## src/sv/u8u16_pkg.sv

```systemverilog
package u8u16_pkg;

   // Queue depth; must leave room for a two-unit item
   localparam int QUEUE_DEPTH = 4;

   // Byte class boundaries
   localparam logic [7:0] BYTE_CONT_MIN  = 8'h80;
   localparam logic [7:0] BYTE_LEAD2_MIN = 8'hC0;
   localparam logic [7:0] BYTE_LEAD3_MIN = 8'hE0;
   localparam logic [7:0] BYTE_LEAD4_MIN = 8'hF0;
   localparam logic [7:0] BYTE_BAD_MIN   = 8'hF8;

   // Code value limits
   localparam logic [20:0] SURR_VALUE_MIN = 21'h00D800;
   localparam logic [20:0] SURR_VALUE_MAX = 21'h00DFFF;
   localparam logic [20:0] SUPP_VALUE_MIN = 21'h010000;
   localparam logic [20:0] CODE_VALUE_MAX = 21'h10FFFF;

   localparam logic [15:0] SURR_HIGH_BASE = 16'hD800;
   localparam logic [15:0] SURR_LOW_BASE  = 16'hDC00;

   // Units produced by one byte, handed from decoder to queue
   typedef struct packed {
      logic [1:0]  count;
      logic [15:0] unit0;
      logic [15:0] unit1;
   } push_type;

endpackage

```

## src/sv/u8u16_decode.sv

```systemverilog
module u8u16_decode (
   input  logic                clock,
   input  logic                reset,
   input  logic                accept,
   input  logic [7:0]          byte_in,
   output u8u16_pkg::push_type push
);

   logic [1:0]  remaining_ff, remaining_in;
   logic [20:0] acc_ff, acc_in;
   logic [20:0] value;
   logic [20:0] offset;
   u8u16_pkg::push_type emit;

   assign value  = {acc_ff[14:0], byte_in[5:0]};
   assign offset = value - u8u16_pkg::SUPP_VALUE_MIN;

   // Units for a completed sequence
   always_comb begin
      emit = '0;
      priority if (value > u8u16_pkg::CODE_VALUE_MAX) begin
         emit.count = 2'd0;
      end else if (value >= u8u16_pkg::SUPP_VALUE_MIN) begin
         emit.count = 2'd2;
         emit.unit0 = u8u16_pkg::SURR_HIGH_BASE + {6'b0, offset[19:10]};
         emit.unit1 = u8u16_pkg::SURR_LOW_BASE + {6'b0, offset[9:0]};
      end else if (value >= u8u16_pkg::SURR_VALUE_MIN &&
                   value <= u8u16_pkg::SURR_VALUE_MAX) begin
         emit.count = 2'd0;
      end else begin
         emit.count = 2'd1;
         emit.unit0 = value[15:0];
      end
   end

   always_comb begin
      push         = '0;
      remaining_in = remaining_ff;
      acc_in       = acc_ff;
      if (accept) begin
         if (remaining_ff != 2'd0) begin
            // inside a sequence every byte is a continuation
            acc_in       = value;
            remaining_in = remaining_ff - 2'd1;
            if (remaining_ff == 2'd1) begin
               push = emit;
            end
         end else begin
            priority if (byte_in == 8'h00) begin
               push.count = 2'd0;
            end else if (byte_in < u8u16_pkg::BYTE_CONT_MIN) begin
               push.count = 2'd1;
               push.unit0 = {8'h00, byte_in};
            end else if (byte_in < u8u16_pkg::BYTE_LEAD2_MIN) begin
               push.count = 2'd0;
            end else if (byte_in < u8u16_pkg::BYTE_LEAD3_MIN) begin
               acc_in       = {16'b0, byte_in[4:0]};
               remaining_in = 2'd1;
            end else if (byte_in < u8u16_pkg::BYTE_LEAD4_MIN) begin
               acc_in       = {17'b0, byte_in[3:0]};
               remaining_in = 2'd2;
            end else if (byte_in < u8u16_pkg::BYTE_BAD_MIN) begin
               acc_in       = {18'b0, byte_in[2:0]};
               remaining_in = 2'd3;
            end else begin
               push.count = 2'd0;
            end
         end
      end
   end

   always_ff @(posedge clock) begin
      if (reset) begin
         remaining_ff <= 2'd0;
      end else begin
         remaining_ff <= remaining_in;
      end
   end

   always_ff @(posedge clock) begin
      acc_ff <= acc_in;
   end

endmodule

```

## src/sv/u8u16_outq.sv

```systemverilog
module u8u16_outq #(
   parameter int DEPTH = u8u16_pkg::QUEUE_DEPTH
) (
   input  logic                clock,
   input  logic                reset,
   input  u8u16_pkg::push_type push,
   output logic                room,
   output logic                rsp_valid,
   input  logic                rsp_stall,
   output logic [15:0]         rsp_code_unit,
   output logic                rsp_last_of_run
);

   localparam int PTR_W = (DEPTH > 1) ? $clog2(DEPTH) : 1;
   localparam int CNT_W = $clog2(DEPTH + 1);

   function automatic logic [PTR_W-1:0] next_ptr(input logic [PTR_W-1:0] ptr);
      logic [PTR_W-1:0] res;
      if (ptr == PTR_W'(DEPTH - 1)) res = '0;
      else res = ptr + 1'b1;
      return res;
   endfunction

   logic [16:0]      mem_ff [DEPTH];
   logic [PTR_W-1:0] wr_ptr_ff, wr_ptr_in, wr_next;
   logic [PTR_W-1:0] rd_ptr_ff, rd_ptr_in;
   logic [CNT_W-1:0] count_ff, count_in;
   logic             pop;

   assign wr_next         = next_ptr(wr_ptr_ff);
   assign rsp_valid       = (count_ff != '0);
   assign pop             = rsp_valid && !rsp_stall;
   assign rsp_code_unit   = mem_ff[rd_ptr_ff][16:1];
   assign rsp_last_of_run = mem_ff[rd_ptr_ff][0];
   // a two-unit item must always fit
   assign room            = (count_ff <= CNT_W'(DEPTH - 2));

   always_comb begin
      unique case (push.count)
         2'd1:    wr_ptr_in = wr_next;
         2'd2:    wr_ptr_in = next_ptr(wr_next);
         default: wr_ptr_in = wr_ptr_ff;
      endcase
      rd_ptr_in = pop ? next_ptr(rd_ptr_ff) : rd_ptr_ff;
      count_in  = count_ff + CNT_W'(push.count) - CNT_W'(pop);
   end

   always_ff @(posedge clock) begin
      if (reset) begin
         wr_ptr_ff <= '0;
         rd_ptr_ff <= '0;
         count_ff  <= '0;
      end else begin
         wr_ptr_ff <= wr_ptr_in;
         rd_ptr_ff <= rd_ptr_in;
         count_ff  <= count_in;
      end
   end

   always_ff @(posedge clock) begin
      if (push.count != 2'd0) begin
         mem_ff[wr_ptr_ff] <= {push.unit0, push.count == 2'd1};
      end
      if (push.count == 2'd2) begin
         mem_ff[wr_next] <= {push.unit1, 1'b1};
      end
   end

endmodule

```

## src/sv/utf8_to_utf16_transcoder.sv

```systemverilog
// Channel  Direction  Handshake              Payload
// req      in         req_valid / req_stall  req_byte_in[7:0]
// rsp      out        rsp_valid / rsp_stall  rsp_code_unit[15:0], rsp_last_of_run
//
// One byte per cycle is taken while req_stall is low; its units are written to the
// output queue at that edge and the first can leave in the next cycle. The queue
// drains one unit per cycle while rsp_stall is low; four-byte characters give two.
// req_stall rises when the queue cannot hold two more units.
// Synchronous reset empties the queue and closes any open sequence.
module utf8_to_utf16_transcoder #(
   parameter int QUEUE_DEPTH = u8u16_pkg::QUEUE_DEPTH
) (
   input  logic        clock,
   input  logic        reset,
   input  logic        req_valid,
   output logic        req_stall,
   input  logic [7:0]  req_byte_in,
   output logic        rsp_valid,
   input  logic        rsp_stall,
   output logic [15:0] rsp_code_unit,
   output logic        rsp_last_of_run
);

   u8u16_pkg::push_type push;
   logic                room;
   logic                accept;

   assign req_stall = !room;
   assign accept    = req_valid && room;

   u8u16_decode u_decode (
      .clock   (clock),
      .reset   (reset),
      .accept  (accept),
      .byte_in (req_byte_in),
      .push    (push)
   );

   u8u16_outq #(
      .DEPTH (QUEUE_DEPTH)
   ) u_outq (
      .clock           (clock),
      .reset           (reset),
      .push            (push),
      .room            (room),
      .rsp_valid       (rsp_valid),
      .rsp_stall       (rsp_stall),
      .rsp_code_unit   (rsp_code_unit),
      .rsp_last_of_run (rsp_last_of_run)
   );

endmodule

```

## config.mk

```make
export PLATFORM = sky130hd
export DESIGN_NAME = utf8_to_utf16_transcoder
export DESIGN_NICKNAME = d
export VERILOG_FILES = /design/src/sv/u8u16_pkg.sv /design/src/sv/u8u16_decode.sv /design/src/sv/u8u16_outq.sv /design/src/sv/utf8_to_utf16_transcoder.sv
export SDC_FILE = /design/constraint.sdc
export NUM_CORES = 1
export LEC_CHECK = 0
export BUFFER_PORTS_ARGS = -buffer_cell sky130_fd_sc_hd__buf_2
export CORE_ASPECT_RATIO = 0.5
export CORE_MARGIN = 3
export CORE_UTILIZATION = 45
export DETAILED_ROUTE_END_ITERATION = 8
export SLEW_MARGIN = 5
export SYNTH_ARGS = -nofsm -noshare
export SYNTH_HDL_FRONTEND = slang
export SYNTH_SLANG_ARGS = --single-unit
```

## constraint.sdc

```tcl
create_clock -name clock -period 3.6 [get_ports clock]
set_input_delay 0.54 -clock clock [delete_from_list [all_inputs] [get_ports clock]]
set_output_delay 0.54 -clock clock [all_outputs]
set_load 0.01 [all_outputs]
```

==> results of run 1 <==
==> stage by stage <==
step	power (W)	std cells	hold slack (ps)
after floorplan	0.00185	407	431
final	0.00300	606	474
after CTS	0.00302	606	477
after global placement	0.00209	590	444
after detailed placement	0.00212	590	457
after global routing	0.00314	606	492
==> cells in the mapped netlist (all sizes together), types with 2 or more instances <==
library cell  count
dfxtp            19
clkbuf           10
xnor2             3
nand2b            9
o2bb2ai          18
buf               9
a22o              4
edfxtp           75
o21ai            17
nor3              4
mux2              3
mux4             17
nor4              3
and2              3
or4               2
and3              2
xor2              2
o31ai             2
nand4             6
a21oi            22
a32o              8
a22oi             2
nand2            29
or2               4
nor2             29
a32oi             7
ha               16
nand3            10
o22a              4
inv              17
a21boi            2
o22ai            14
a31oi             5
nor2b            13
dlygate4sd1       2
mux2i             5
==> cells in the final DEF (no fill, tap or decap), types with 13 or more instances in the layout <==
master	instances
edfxtp_1	75
buf_4	33
buf_2	30
nand2_1	28
nor2_1	27
a21oi_1	21
dfxtp_1	19
o2bb2ai_1	18
mux4_2	17
inv_1	16
ha_1	16
o22ai_1	14
nor2b_1	13
==> critical path: stages, from the launching register on <==
cell and delay [ps]:
edfxtp_1 470, inv_1 70, ha_1 210, nor3b_2 200, or4_4 480, a21oi_1 270
a22oi_2 180, ha_1 260, nand2_1 240, inv_1 120, nand3_1 330, o21ai_1 180
o2bb2ai_1 160
==> logic make-up (layout without fill, tap and decap cells) <==
kind of cell               after synthesis  in the layout  share of synthesized area (%)
buffers and inverters                   38             97                           3.80
xor gates and xnor gates                 5              5                          0.875
adders and majority gates               17             17                           4.40
DFF                                     94             94                           52.6
AOI/OAI and AO/OA                      111            111                           16.1
and+or+nand+nor                        117            117                           12.9
muxes                                   25             25                           9.39
==> cell type report <==
type	count	share of cell area (%)
clock inverters	7	0.976
flip-flops and latches	94	45.6
well taps	140	3.04
clock buffers	9	3.90
inverters	17	1.15
repair buffers	64	7.25
multi-input cells	275	38.0
==> report_power, final <==
| part | leakage (nW) | total (W) | switching (W) | internal [W] |
|---|---|---|---|---|
| Clock | 0.132 | 0.000907 | 0.000430 | 0.000477 |
| Combinational | 0.991 | 0.000741 | 0.000408 | 0.000333 |
| Sequential | 0.883 | 0.00136 | 0.0000797 | 0.00128 |
==> how the worst min path moves through the flow <==
stage,from,end,slack (ps),depth (start not counted)
after CTS,u_outq.mem_ff[0][0]$_SDFFE_PP1N_,u_outq.mem_ff[0][0]$_SDFFE_PP1N_,480,1
final,u_outq.mem_ff[1][0]$_SDFFE_PP1P_,u_outq.mem_ff[1][0]$_SDFFE_PP1P_,470,1
after global routing,u_outq.mem_ff[1][0]$_SDFFE_PP1P_,u_outq.mem_ff[1][0]$_SDFFE_PP1P_,490,1
after detailed placement,u_outq.mem_ff[0][0]$_SDFFE_PP1N_,u_outq.mem_ff[0][0]$_SDFFE_PP1N_,460,1
after floorplan,u_outq.mem_ff[2][0]$_SDFFE_PP1P_,u_outq.mem_ff[2][0]$_SDFFE_PP1P_,430,1
after global placement,u_outq.mem_ff[1][0]$_SDFFE_PP1P_,u_outq.mem_ff[1][0]$_SDFFE_PP1P_,440,1
==> per-layer routing <==
metal | GRT usage, % | share of wire (%) | up-vias
met5 | 0 | 0 | -
met4 | 5.07 | 1.1 | 0
met3 | 7.16 | 12 | 18
met2 | 33.1 | 42 | 203
met1 | 34.5 | 45 | 1884
li1 | - | - | 1694
==> sequential cells by signal, indices dropped and copies added (netlist names), named ones only <==
register               count
u_outq.rd_ptr_ff           2
u_decode.remaining_ff      2
u_outq.count_ff            3
u_outq.mem_ff             68
u_decode.acc_ff           15
u_outq.wr_ptr_ff           2
==> repair_timing <==
action	CTS	global route
endpoints found under the setup margin	0	12
resized for setup	0	2
hold endpoints to repair	0	0
==> results.yml, run 1 <==
outcome:
  run_status: "complete, no violations"
clock_network:
  ctsLongestPathBuffers: 2
  cts_num_sinks: 94
  tritoncts.num_buffers: 9
  worst_setup_hold_path_clk_slew_ps: 70
  later_pin_clock_latency_in_the_skew_report_ps: 340
  clock_tree.htree_level_count: 3
  clk_root_buffer_cell: "clkbuf_16"
  tritoncts: "built"
  ctsHoldBuffers: 0
  cts_setup_buffers: 0
place:
  dpl_cell_area_um2: 5480
  place.detailed.hpwl_mm: 10.2
  routabilityCongestion: 1.01
  port_buffers: 30
  pre_cts_ws_ps: 176
floorplan:
  top_level_ports: 31
  initial_core_util_pct: 47.7
  core_um2: 10500
  chipHeight_um: 80.6
  rows: 26
  die-area_um2: 12500
  die_w_um: 155
timing:
  timing.slew.headroom_pct: 31.9
  setup-tns-final_ps: 0
  max_freq_ghz: 0.291
  timing_max_transition_violations_final: 0
  setup_viol: 0
  clock-skew-final_ps: 5.61
  period_share_pct: 95.4
  hold_viol: 0
  min_cycle_time_layout_ps: 3440
  grt_setup_unrepaired: "no"
  layout_setup_ws_ps: 164
  tightest_slew_ps: 1020
yosys:
  synth.lib_cells_used.distinct: 63
  synth_edf_count: 75
  synth-async-reset-ratio_pct: 0
  postSynthNetCount: 436
  avgSynthCellArea_um2: 12.3
  syn-instance-count: 407
  synthesis.area_um2: 5010
  yosys-top-cells-area: "edfxtp_1 45%, mux4_2 7.6%, dfxtp_1 7.6%"
  synth_warnings: 0
  synth_sequential_area_ratio_pct: 52.6
  synth_largest_type_area_fraction_pct: 45.0
  synth_flop_cell: "edfxtp_1"
  synth.largest_area_cell: "edfxtp_1"
  ys_seq_elements: 94
routing:
  initialDrtViolationCount: 372
  finalWirelength_mm: 13.7
  avgViaCountPerCell: 6.27
  ant_nets: 0
  vias: 3799
  remaining_drc_errors: 0
  routedWlPerCell_um: 22.6
  drt-pass1-iter-count: 5
grt:
  grt_use_total_pct: 23.2
  number_of_antenna_violations_at_the_first_check_in_global_routing: 0
  grt_start_max_net_pins: 18
  grt_pass1_wl_mm: 21.6
  grt_pass1_vias: 3712
  grt_remaining_overflow: 0
setup_path:
  timing.rr.start: "u_decode.acc_ff[11]$_SDFFCE_PP0P_"
  regToRegSetupSlack_ps: 160
  worstRegToRegCells: 12
  critical_path_class: "flop to flop"
  worstReg2RegEnd: "u_outq.mem_ff[1][2]$_DFFE_PP_"
  worst_setup_path_endpoint: "u_outq.mem_ff[1][2]$_DFFE_PP_"
  worstSetupStartpointType: "flop"
  crit_path_max_fanout: 7
  critical_path_arrival_ps: 3530
  worst_setup_path_end_kind: "flop"
  setup.worst_path.start: "u_decode.acc_ff[11]$_SDFFCE_PP0P_"
  cp.required_ps: 3700
hold_path:
  hold_class: "flop to flop"
final_layout:
  final_core_util_pct: 54.9
  filler_cell_count: 888
  nNetsFinal: 490
  drive_gt1_share_pct: 25.1
  post-route-cell-area_um2: 5770
  antenna_cell_count: 0
  area_of_combinational_cells_with_multiple_inputs_um2: 2190
  area_growth_from_synthesis_to_layout_pct: 15.2
  regArea_um2: 2630
job:
  drv.max_cap_violation_count: 0
pwr:
  power_per_cell_area_nw_per_um2: 521
  power.leakage_nw: 2.01
  vdd_ir_drop_max_uv: 280
Note: power is estimated with default switching activity, not from simulation.
==> inputs of run 2 (changes only) <==
Settings changed: PLACE_DENSITY set to 0.67.
==> run 2 against run 1 <==
  * Register-to-register slack gained 80 ps
  * Setup slack gained 77 ps
  * Highest routed layer unchanged
  * Routed wire length shrank 6.1%
  * Sequential share of layout area shrank 0.33 points
  * Critical path type unchanged
  * Hold slack lost 15 ps
==> results.yml, run 2 (same netlist as run 1, synthesis figures left out) <==
routing:
  routedWlPerCell_um: 21.3
  avgViaCountPerCell: 6.18
  vias: 3728
  ant_nets: 0
  remaining_drc_errors: 0
  initialDrtViolationCount: 419
  finalWirelength_mm: 12.9
  drt-pass1-iter-count: 5
clock_network:
  tritoncts: "built"
  later_pin_clock_latency_in_the_skew_report_ps: 350
  cts_setup_buffers: 0
  clock_tree.htree_level_count: 3
  clk_root_buffer_cell: "clkbuf_16"
  worst_setup_hold_path_clk_slew_ps: 60
  cts_num_sinks: 94
  ctsLongestPathBuffers: 2
  tritoncts.num_buffers: 9
floorplan:
  top_level_ports: 31
  die-area_um2: 12500
  initial_core_util_pct: 47.7
  core_um2: 10500
  die_w_um: 155
  rows: 26
  chipHeight_um: 80.6
grt:
  grt_pass1_wl_mm: 20.3
  grt_util_met1_pct: 30.4
  grt_pass1_vias: 3545
  grt_util_met3_pct: 8.40
  global_route.usage.met2_pct: 31.9
  number_of_antenna_violations_at_the_first_check_in_global_routing: 0
  grt_most_used_layer: "met2"
  grt_start_max_net_pins: 18
  grt_use_total_pct: 21.8
  grt_remaining_overflow: 0
setup_path:
  critical_path_arrival_ps: 3440
  setup.worst_path.start: "u_decode.acc_ff[9]$_SDFFCE_PP0P_"
  critical_path_class: "flop to flop"
  cp.required_ps: 3680
  worstRegToRegCells: 10
  timing.rr.start: "u_decode.acc_ff[9]$_SDFFCE_PP0P_"
  regToRegSetupSlack_ps: 240
  worst_setup_path_end_kind: "flop"
  crit_path_max_fanout: 8
  worstSetupStartpointType: "flop"
  worst_setup_path_endpoint: "u_outq.mem_ff[1][8]$_DFFE_PP_"
  worstReg2RegEnd: "u_outq.mem_ff[1][8]$_DFFE_PP_"
final_layout:
  post-route-cell-area_um2: 5810
  layout_commonest_cell: "edfxtp_1"
  max_ffs_per_register: 68
  area_growth_from_synthesis_to_layout_pct: 16.0
  antenna_cell_count: 0
  drive_gt1_share_pct: 24.6
  registers.top_by_ff_count: "u_outq.mem_ff"
  nNetsFinal: 487
  final_cell_mix: "75 x edfxtp_1, 30 x buf_2, 28 x nand2_1, 28 x buf_4, 27 x nor2_1"
  biggestRegsByFlops: "u_outq.mem_ff: 68 flops, u_decode.acc_ff: 15 flops, u_outq.count_ff: 3 flops"
place:
  port_buffers: 30
  dpl_cell_area_um2: 5480
  routabilityCongestion: 0.993
  place.detailed.hpwl_mm: 9.41
job:
  drv.max_cap_violation_count: 0
pwr:
  power_per_cell_area_nw_per_um2: 534
  vdd_ir_drop_max_uv: 251
  power.leakage_nw: 2.01
timing:
  period_share_pct: 93.3
  min_cycle_time_layout_ps: 3360
  timing_max_transition_violations_final: 0
  grt_setup_unrepaired: "no"
  hold_viol: 0
  setup_viol: 0
  timing.slew.headroom_pct: 40.9
  setup-tns-final_ps: 0
  tightest_slew_ps: 886
  max_freq_ghz: 0.298
  clock-skew-final_ps: 5.04
hold_path:
  hold_class: "flop to flop"
  min-delay-start: "u_outq.mem_ff[2][0]$_SDFFE_PP1P_"
outcome:
  run_status: "complete, no violations"
run 2: changes by cell type in the layout (fill, tap and decap cells not counted), moves of 2 or more:
| cell | previous run | this run |
|---|---|---|
| buf_12 | 1 | 3 |
| buf_4 | 33 | 28 |
| bufinv_16 | 0 | 2 |
| clkbuf_1 | 0 | 2 |
run 2: timing repair:
item                       4_1_cts  5_1_grt
gates resized for setup          0        3
hold buffers                     0        0
setup endpoints to repair        0       27
run 2: metal layers:
layer | vias up | share of wire [%]
met5 | - | 0
met4 | 0 | 1.2
met3 | 18 | 11
met2 | 186 | 42
met1 | 1833 | 46
li1 | 1691 | -
run 2: worst min path at each step:
| stage | endpoint | cells after the start | slack (ps) |
|---|---|---|---|
| CTS | u_outq.mem_ff[2][0]$_SDFFE_PP1P_ | 1 | 460 |
| finish | u_outq.mem_ff[2][0]$_SDFFE_PP1P_ | 1 | 460 |
| detailed placement | u_outq.mem_ff[2][0]$_SDFFE_PP1P_ | 1 | 450 |
| global route | u_outq.mem_ff[3][0]$_SDFFE_PP1P_ | 1 | 480 |
| floorplan | u_outq.mem_ff[2][0]$_SDFFE_PP1P_ | 1 | 430 |
| global placement | u_outq.mem_ff[3][0]$_SDFFE_PP1P_ | 1 | 440 |
run 2: cell type report:
type,instances,area [µm²]
fill,880,4700
sequential,94,2630
multi-input combinational,275,2200
timing repair buffer,61,420
clock buffer,11,233
tap,140,175
clock inverter,5,85.1
inverter,17,66.3
run 2: per-stage QoR:
step                power [W]  hold slack, ps  worst slack [ps]  std cells  util [%]
floorplan             0.00185             431               401        407         -
detailed placement    0.00211             447               147        587      52.2
global route          0.00325             481              97.0        603      55.3
global placement      0.00209             444               191        587      52.2
CTS                   0.00312             462               250        603      55.2
finish                0.00310             459               242        603      55.3
run 2: worst max-delay path, cell delays in order, from the launching register on:
cell,delay (ps)
edfxtp_1,480
nand4_1,300
nor4_4,470
mux2i_1,190
a22oi_2,450
ha_1,270
nand2b_1,190
nand2b_1,340
o22ai_1,160
nand2_1,140
o21ai_0,100
run 2: report_power, final:
part           internal, W  leakage, nW  switching [W]
sequential         0.00128        0.883      0.0000758
combinational     0.000338        0.974       0.000395
clock             0.000613        0.150       0.000405
